==> config.mk <==
export PLATFORM = sky130hd
export DESIGN_NAME = html_entity_escaper
export DESIGN_NICKNAME = d
export VERILOG_FILES = /design/src/rtl/core/hee_pkg.sv /design/src/rtl/core/hee_front.sv /design/src/rtl/core/hee_queue.sv /design/src/rtl/core/hee_back.sv /design/src/rtl/core/html_entity_escaper.sv
export SDC_FILE = /design/constraint.sdc
export NUM_CORES = 1
export LEC_CHECK = 0
export BUFFER_PORTS_ARGS = -buffer_cell sky130_fd_sc_hd__buf_2
export CAP_MARGIN = 20
export CORE_MARGIN = 4
export CORE_UTILIZATION = 40
export CTS_CLUSTER_DIAMETER = 50
export DETAILED_ROUTE_END_ITERATION = 8
export PLACE_DENSITY_LB_ADDON = 0.1
export SYNTH_ARGS = -nofsm -noshare
export SYNTH_HDL_FRONTEND = slang
export SYNTH_SLANG_ARGS = --single-unit
export TNS_END_PERCENT = 10
==> constraint.sdc <==
create_clock -name clk -period 3.65 [get_ports clk]
set_input_delay 0.73 -clock clk [delete_from_list [all_inputs] [get_ports clk]]
set_output_delay 0.73 -clock clk [all_outputs]
set_load 0.05 [all_outputs]
==> src/rtl/core/hee_pkg.sv <==
// ----------------------------------------------------------------------------
// hee_pkg
// Shared constants, types and entity tables of the html entity escaper.
// ----------------------------------------------------------------------------
package hee_pkg;

	// lookahead window depth (six bytes)
	localparam int DEPTH  = 6;
	localparam int FILL_W = $clog2(DEPTH + 1);

	// queue between front and back, depth a power of two
	localparam int QDEPTH = 4;
	localparam int QPTR_W = $clog2(QDEPTH);
	localparam int QCNT_W = $clog2(QDEPTH + 1);

	// character codes
	localparam logic [7:0] CH_AMP   = 8'h26; // &
	localparam logic [7:0] CH_SEMI  = 8'h3B; // ;
	localparam logic [7:0] CH_HASH  = 8'h23; // #
	localparam logic [7:0] CH_LT    = 8'h3C; // <
	localparam logic [7:0] CH_GT    = 8'h3E; // >
	localparam logic [7:0] CH_QUOT  = 8'h22; // "
	localparam logic [7:0] CH_APOS  = 8'h27; // '
	localparam logic [7:0] CH_A     = 8'h61;
	localparam logic [7:0] CH_G     = 8'h67;
	localparam logic [7:0] CH_L     = 8'h6C;
	localparam logic [7:0] CH_M     = 8'h6D;
	localparam logic [7:0] CH_O     = 8'h6F;
	localparam logic [7:0] CH_P     = 8'h70;
	localparam logic [7:0] CH_Q     = 8'h71;
	localparam logic [7:0] CH_S     = 8'h73;
	localparam logic [7:0] CH_T     = 8'h74;
	localparam logic [7:0] CH_U     = 8'h75;

	// what the back end writes for one head byte
	typedef enum logic [2:0] {
		KIND_BYTE = 3'd0,
		KIND_LT   = 3'd1,
		KIND_GT   = 3'd2,
		KIND_AMP  = 3'd3,
		KIND_QUOT = 3'd4,
		KIND_APOS = 3'd5
	} kind_t;

	// one classified head byte
	typedef struct packed {
		logic [7:0] data;
		kind_t      kind;
		logic       last;
	} item_t;

	// index of the final output byte for a kind
	function automatic logic [2:0] ent_last_idx(input kind_t kind);
		logic [2:0] r;
		unique case (kind)
			KIND_BYTE: r = 3'd0;
			KIND_LT:   r = 3'd3;
			KIND_GT:   r = 3'd3;
			KIND_AMP:  r = 3'd4;
			KIND_QUOT: r = 3'd5;
			KIND_APOS: r = 3'd5;
			default:   r = 3'd0;
		endcase
		return r;
	endfunction

	// output byte at a position of the expansion
	function automatic logic [7:0] ent_char(input kind_t kind, input logic [2:0] idx,
		input logic [7:0] data);
		logic [7:0] r;
		r = CH_SEMI;
		unique case (kind)
			KIND_BYTE: r = data;
			KIND_LT: begin
				unique case (idx)
					3'd0:    r = CH_AMP;
					3'd1:    r = CH_L;
					3'd2:    r = CH_T;
					default: r = CH_SEMI;
				endcase
			end
			KIND_GT: begin
				unique case (idx)
					3'd0:    r = CH_AMP;
					3'd1:    r = CH_G;
					3'd2:    r = CH_T;
					default: r = CH_SEMI;
				endcase
			end
			KIND_AMP: begin
				unique case (idx)
					3'd0:    r = CH_AMP;
					3'd1:    r = CH_A;
					3'd2:    r = CH_M;
					3'd3:    r = CH_P;
					default: r = CH_SEMI;
				endcase
			end
			KIND_QUOT: begin
				unique case (idx)
					3'd0:    r = CH_AMP;
					3'd1:    r = CH_Q;
					3'd2:    r = CH_U;
					3'd3:    r = CH_O;
					3'd4:    r = CH_T;
					default: r = CH_SEMI;
				endcase
			end
			KIND_APOS: begin
				unique case (idx)
					3'd0:    r = CH_AMP;
					3'd1:    r = CH_A;
					3'd2:    r = CH_P;
					3'd3:    r = CH_O;
					3'd4:    r = CH_S;
					default: r = CH_SEMI;
				endcase
			end
			default: r = data;
		endcase
		return r;
	endfunction

endpackage

==> src/rtl/core/hee_front.sv <==
// ----------------------------------------------------------------------------
// hee_front
// Lookahead window: takes text bytes, classifies the oldest byte once the
// window is full or being flushed, and pushes it to the queue.
// ----------------------------------------------------------------------------
module hee_front (
	input  logic           clk,
	input  logic           arst_n,
	input  logic           in_tvalid,
	output logic           in_tready,
	input  logic [7:0]     in_byte,
	input  logic           in_last,
	output logic           push,
	output hee_pkg::item_t push_item,
	input  logic           full
);
	import hee_pkg::*;

	logic [7:0]        win_q [DEPTH];
	logic [FILL_W-1:0] fill_q;
	logic              flush_q;
	logic              proc;
	logic              acc;
	logic [FILL_W-1:0] wr_pos;
	logic              m_lt, m_gt, m_amp, m_quot, m_apos, m_num;

	// head goes out when the window is full, or while flushing
	assign proc = !full && ((fill_q == FILL_W'(DEPTH)) || (flush_q && fill_q != '0));
	assign in_tready = !flush_q && ((fill_q != FILL_W'(DEPTH)) || proc);
	assign acc = in_tvalid && in_tready;
	assign wr_pos = proc ? fill_q - FILL_W'(1) : fill_q;

	// entity matches from the head, limited to the bytes held
	assign m_lt   = (fill_q >= FILL_W'(4)) && win_q[1] == CH_L && win_q[2] == CH_T
		&& win_q[3] == CH_SEMI;
	assign m_gt   = (fill_q >= FILL_W'(4)) && win_q[1] == CH_G && win_q[2] == CH_T
		&& win_q[3] == CH_SEMI;
	assign m_amp  = (fill_q >= FILL_W'(5)) && win_q[1] == CH_A && win_q[2] == CH_M
		&& win_q[3] == CH_P && win_q[4] == CH_SEMI;
	assign m_quot = (fill_q >= FILL_W'(6)) && win_q[1] == CH_Q && win_q[2] == CH_U
		&& win_q[3] == CH_O && win_q[4] == CH_T && win_q[5] == CH_SEMI;
	assign m_apos = (fill_q >= FILL_W'(6)) && win_q[1] == CH_A && win_q[2] == CH_P
		&& win_q[3] == CH_O && win_q[4] == CH_S && win_q[5] == CH_SEMI;
	assign m_num  = (fill_q >= FILL_W'(2)) && win_q[1] == CH_HASH;

	// classify the head byte
	always_comb begin
		push_item.data = win_q[0];
		push_item.last = flush_q && (fill_q == FILL_W'(1));
		priority if (win_q[0] == CH_LT) begin
			push_item.kind = KIND_LT;
		end else if (win_q[0] == CH_GT) begin
			push_item.kind = KIND_GT;
		end else if (win_q[0] == CH_QUOT) begin
			push_item.kind = KIND_QUOT;
		end else if (win_q[0] == CH_APOS) begin
			push_item.kind = KIND_APOS;
		end else if (win_q[0] == CH_AMP) begin
			push_item.kind = (m_lt || m_gt || m_amp || m_quot || m_apos || m_num)
				? KIND_BYTE : KIND_AMP;
		end else begin
			push_item.kind = KIND_BYTE;
		end
	end

	assign push = proc;

	// window shift and write
	always_ff @(posedge clk) begin
		for (int i = 0; i < DEPTH; i++) begin
			if (acc && wr_pos == FILL_W'(i)) begin
				win_q[i] <= in_byte;
			end else if (proc && i < DEPTH - 1) begin
				win_q[i] <= win_q[(i + 1) % DEPTH];
			end
		end
	end

	// fill count and flush flag
	always_ff @(posedge clk or negedge arst_n) begin
		if (!arst_n) begin
			fill_q  <= '0;
			flush_q <= 1'b0;
		end else begin
			fill_q <= fill_q + FILL_W'(acc) - FILL_W'(proc);
			if (acc && in_last) begin
				flush_q <= 1'b1;
			end else if (proc && fill_q == FILL_W'(1)) begin
				flush_q <= 1'b0;
			end
		end
	end

endmodule

==> src/rtl/core/hee_queue.sv <==
// ----------------------------------------------------------------------------
// hee_queue
// Short queue of classified items between front and back.
// ----------------------------------------------------------------------------
module hee_queue (
	input  logic           clk,
	input  logic           arst_n,
	input  logic           push,
	input  hee_pkg::item_t push_item,
	output logic           full,
	input  logic           pop,
	output logic           head_valid,
	output hee_pkg::item_t head_item
);
	import hee_pkg::*;

	item_t             mem_q [QDEPTH];
	logic [QPTR_W-1:0] wr_ptr_q;
	logic [QPTR_W-1:0] rd_ptr_q;
	logic [QCNT_W-1:0] cnt_q;

	assign full       = (cnt_q == QCNT_W'(QDEPTH));
	assign head_valid = (cnt_q != '0);
	assign head_item  = mem_q[rd_ptr_q];

	// storage
	always_ff @(posedge clk) begin
		if (push) begin
			mem_q[wr_ptr_q] <= push_item;
		end
	end

	// pointers wrap on their own, the depth being a power of two
	always_ff @(posedge clk or negedge arst_n) begin
		if (!arst_n) begin
			wr_ptr_q <= '0;
			rd_ptr_q <= '0;
			cnt_q    <= '0;
		end else begin
			if (push) begin
				wr_ptr_q <= wr_ptr_q + QPTR_W'(1);
			end
			if (pop) begin
				rd_ptr_q <= rd_ptr_q + QPTR_W'(1);
			end
			cnt_q <= cnt_q + QCNT_W'(push) - QCNT_W'(pop);
		end
	end

endmodule

==> src/rtl/core/hee_back.sv <==
// ----------------------------------------------------------------------------
// hee_back
// Expands each queued item into its output bytes, one byte a cycle while
// out_tready allows, into an output register.
// ----------------------------------------------------------------------------
module hee_back (
	input  logic           clk,
	input  logic           arst_n,
	input  logic           head_valid,
	input  hee_pkg::item_t head_item,
	output logic           pop,
	output logic           out_tvalid,
	input  logic           out_tready,
	output logic [7:0]     out_byte,
	output logic           out_last
);
	import hee_pkg::*;

	logic [2:0] idx_q;
	logic       out_valid_q;
	logic [7:0] out_byte_q;
	logic       out_last_q;
	logic       load;
	logic       fin;

	assign load = head_valid && (!out_valid_q || out_tready);
	assign fin  = (idx_q == ent_last_idx(head_item.kind));
	assign pop  = load && fin;

	assign out_tvalid = out_valid_q;
	assign out_byte   = out_byte_q;
	assign out_last   = out_last_q;

	// output payload
	always_ff @(posedge clk) begin
		if (load) begin
			out_byte_q <= ent_char(head_item.kind, idx_q, head_item.data);
			out_last_q <= fin && head_item.last;
		end
	end

	// expansion position and output valid
	always_ff @(posedge clk or negedge arst_n) begin
		if (!arst_n) begin
			idx_q       <= '0;
			out_valid_q <= 1'b0;
		end else begin
			if (load) begin
				idx_q       <= fin ? 3'd0 : idx_q + 3'd1;
				out_valid_q <= 1'b1;
			end else if (out_tready) begin
				out_valid_q <= 1'b0;
			end
		end
	end

endmodule

==> src/rtl/core/html_entity_escaper.sv <==
// ----------------------------------------------------------------------------
// html_entity_escaper
// Streaming HTML entity escaper with a six-byte lookahead window.
// ----------------------------------------------------------------------------
// channel | dir | tdata            | tlast
// s_*     | in  | [7:0] text byte  | final byte of the string
// m_*     | out | [7:0] out byte   | final escaped byte of the string
//
// One text byte is taken each cycle while the window is not flushing and,
// once the window is full, the queue has room for its head.
// Output runs at one byte a cycle unless m_tready is low; an escape of 4 to 6
// bytes holds the back end, and through the four-entry queue sets the rate.
// A final byte flushes up to 6 bytes, s_tready low, one a cycle unless q_full.
// Reset clears window fill, flush flag, queue pointers and output valid.
// A full window sends its head via the queue and the output register to m_*.
// ----------------------------------------------------------------------------
module html_entity_escaper (
	input  logic       clk,
	input  logic       arst_n,
	input  logic       s_tvalid,
	output logic       s_tready,
	input  logic [7:0] s_tdata,   // [7:0] in_byte
	input  logic       s_tlast,
	output logic       m_tvalid,
	input  logic       m_tready,
	output logic [7:0] m_tdata,   // [7:0] out_byte
	output logic       m_tlast
);
	import hee_pkg::*;

	logic  q_push;
	item_t q_push_item;
	logic  q_full;
	logic  q_pop;
	logic  q_valid;
	item_t q_head;

	// front: window and classification
	hee_front u_front (
		.clk       (clk),
		.arst_n    (arst_n),
		.in_tvalid (s_tvalid),
		.in_tready (s_tready),
		.in_byte   (s_tdata),
		.in_last   (s_tlast),
		.push      (q_push),
		.push_item (q_push_item),
		.full      (q_full)
	);

	// queue between the two halves
	hee_queue u_queue (
		.clk        (clk),
		.arst_n     (arst_n),
		.push       (q_push),
		.push_item  (q_push_item),
		.full       (q_full),
		.pop        (q_pop),
		.head_valid (q_valid),
		.head_item  (q_head)
	);

	// back: entity expansion
	hee_back u_back (
		.clk        (clk),
		.arst_n     (arst_n),
		.head_valid (q_valid),
		.head_item  (q_head),
		.pop        (q_pop),
		.out_tvalid (m_tvalid),
		.out_tready (m_tready),
		.out_byte   (m_tdata),
		.out_last   (m_tlast)
	);

	// no push into a full queue
	a_no_overflow: assert property (@(posedge clk) disable iff (!arst_n)
		q_push |-> !q_full) else $error("queue overflow");

	// no pop from an empty queue
	a_no_underflow: assert property (@(posedge clk) disable iff (!arst_n)
		q_pop |-> q_valid) else $error("queue underflow");

	// a final byte starts a flush that holds off the next item
	a_flush_stall: assert property (@(posedge clk) disable iff (!arst_n)
		(s_tvalid && s_tready && s_tlast) |=> !s_tready)
		else $error("item taken during flush");

endmodule
==> summary.md <==
| Metric | Value |
|---|---|
| Status | `completed` |
| WL per Instance | `18.47 microns` |
| Via count | `3,644` |
| Clk sinks | `120` |
| Synthesized net count | `464` |
| Slew HR | `56.47%` |
| Initial antenna violation count | `0` |
| Crit path from | `u_front.fill_q[2]` |
| Worst Setup End Kind | `flop` |
| Largest net degree at the start of global routing | `24` |
| Vias in the first global route | `3,759` |
| H-tree Lvls | `4` |
| Clock transition at path regs | `0.06 ns` |
| Avg Synthesized Cell Area | `14.03 sq um` |
| Worst EP arrival | `3.41 ns` |
| Critical path class | `reg -> reg` |
| Slew @ Worst Pin | `0.6530 ns` |
| #FFs+latches synth | `120` |
| Worst R2R Start | `u_front.fill_q[2]` |
| Pre-antenna DRT Iters | `6` |
| Hold Crit Class | `in -> async` |
| Total track usage | `15.63%` |
| Synth Flop Type | `edfxtp_1` |
| DP Area | `0.006377 sq mm` |
| Antenna diode count | `0` |
| Clk_lat worst skew | `0.41 ns` |
| Post_cts resized | `0` |
| RSZ-0062 raised after global routing | `no` |
| Area delta synth->final | `16.73%` |
| DIE WIDTH | `130.7 microns` |
| Synth warn | `0` |
| Most frequent cells in the layout | `edfxtp_1 (105), mux2_2 (40), inv_1 (24), nand2_1 (24), buf_2 (23)` |
| Residual DRC | `0` |
| Worst-case clock buffer depth | `2` |
| CTS Buf Count | `17` |
| Starting Density | `41.11%` |
| Post-synthesis xor/xnor area fraction | `1.309%` |
| Final hold violations | `0` |
| Final wirelength | `12.25 mm` |
| Post-Syn Area | `0.006020 sq mm` |
| Post-synthesis adder-cell area fraction | `4.822%` |
| Main combinational cell family by area after synthesis | `multiplexers` |
| Antenna-violating nets left | `0` |
| Post-synth cell types | `61` |
| Nets | `501` |
| Rows | `44` |
| Sequential area share after synthesis | `58.62%` |
| EDFF count, synth | `105` |
| Setup total negative slack | `0 ns` |
| Final setup vio count | `0` |
| WL met3 | `304 microns` |
| Register area | `0.003528 sq mm` |
| Ys async rst share | `12.50%` |
| Iter 0 DRT Violations | `198` |
| Most common cell after layout, fill and taps aside | `edfxtp_1` |
| Grt ovf | `0` |
| First-pass GRT wire length | `20.15 mm` |
| Multiplexer area fraction after synthesis | `13.05%` |
| Fin area | `0.007027 sq mm` |
| CTS root buffer | `clkbuf_16` |
| Period Utilization, post-route | `89.03%` |
| Simple-Gate Fraction of Synth Area | `11.18%` |
| # port buffers | `23` |
| Setup bufs post-CTS | `0` |
| Placer Congestion | `0.8064` |
| F_max | `307.7 MHz` |
| Filler cells | `1,304` |
| Post-synthesis cell count | `429` |
| Final Skew | `0.007570 ns` |
| Ports | `24` |
| Minimum clock period | `3.250 ns` |
| Placeable Area | `0.01464 sq mm` |
| Post-synthesis compound-gate area fraction | `8.169%` |
| Hold buffer count at CTS | `0` |
| Die height | `130.7 microns` |
| Die Area | `0.01708 sq mm` |
| Multi-input gate area | `0.002320 sq mm` |
| Slew Limit Fails | `0` |
| DR WL met2 | `6.387 mm` |
| Detailed placement HPWL | `8.712 mm` |
| CP required | `3.81 ns` |
| Crit-path max FO | `11` |
| CTS tree | `done` |
| Vias/cell | `5.496` |
| Length of routed wiring on met1 | `5.309 mm` |
| Total of max-cap violations | `0` |
| Ratio of cells with drive above 1 in the final layout | `28.81%` |
| DR top layer | `met4` |
| Startpoint type of the worst setup path | `flop` |
per-layer routing:
metal,vias to the layer above,track usage (%)
met4,0,5.868
li1,1739,-
met3,18,3.902
met1,1842,19.15
met5,-,0
met2,45,26.75
cell usage after synthesis, drive strengths merged, types with 6 or more instances:
master	count	share of area [%]
nor2	15	0.94
mux2	40	7.5
a31oi	7	1.0
o21ai	16	1.3
buf	6	0.60
and3	6	0.62
dfrtp	15	6.2
clkbuf	11	0.69
ha	20	4.2
edfxtp	105	52
nor2b	6	0.62
mux4	14	5.2
xor2	6	0.87
a21oi	19	1.8
inv	24	1.5
nor3	7	0.58
nand2	25	1.6
layout make-up:
cell class,instances,area share [%]
inverters,25,1.335
flip-flops and latches,120,50.21
clock inverters,15,3.187
well taps,184,3.276
multi-input cells,267,33.01
clock buffers,17,6.054
repair buffers,35,2.920
final timing paths:
check                      cells past startpoint  slack (ns)                   to
min in group clk                               3        0.51      u_front.flush_q
min reg2reg                                    2        0.51    u_back.out_tvalid
min                                            1        0.22  u_queue.rd_ptr_q[1]
max in group asynchronous                      1        3.17  u_queue.wr_ptr_q[1]
max reg2reg                                    9        0.40  u_front.win_q[2][7]
max                                            9        0.40  u_front.win_q[2][7]
cells by family after synthesis:
kind of cell,Yosys count
DFF,120
and+or+nand+nor,108
AOI/OAI and AO/OA,72
adders and majority gates,22
muxes,56
xor gates and xnor gates,9
buffers and inverters,42
metrics by stage:
stage                     std cells  setup WS [ns]  utilization, %  hold WS, ns
after floorplan                 429         0.6108               -       0.4344
after global placement          631         0.3655           43.55       0.4725
after detailed placement        631         0.3480           43.55       0.5044
after CTS                       663         0.3232           47.98       0.2312
after global routing            663         0.1069           47.98       0.2451
final                           663         0.4003           47.98       0.2242
flip-flops by register name, summed over array words and instances, names as in the netlist:
| signal | count |
|---|---|
| u_back.idx_q | 3 |
| u_back.out_byte | 8 |
| u_back.out_last | 1 |
| u_back.out_tvalid | 1 |
| u_front.fill_q | 3 |
| u_front.flush_q | 1 |
| u_front.win_q | 48 |
| u_queue.cnt_q | 3 |
| u_queue.mem_q | 48 |
| u_queue.rd_ptr_q | 2 |
| u_queue.wr_ptr_q | 2 |
worst max-delay path: stages, from the launching register on:
cell and delay (ns):
dfrtp_1 0.56, ha_1 0.27, nor2b_1 0.25, a21o_1 0.21, nand2_1 0.09, inv_1 0.21, ha_1 0.30, and2_1 0.20
a31oi_2 0.51, mux2_2 0.40
Power is left out: the tool's default activity adds up to more than one toggle a clock period on the data nets, which glitch-free logic cannot reach.
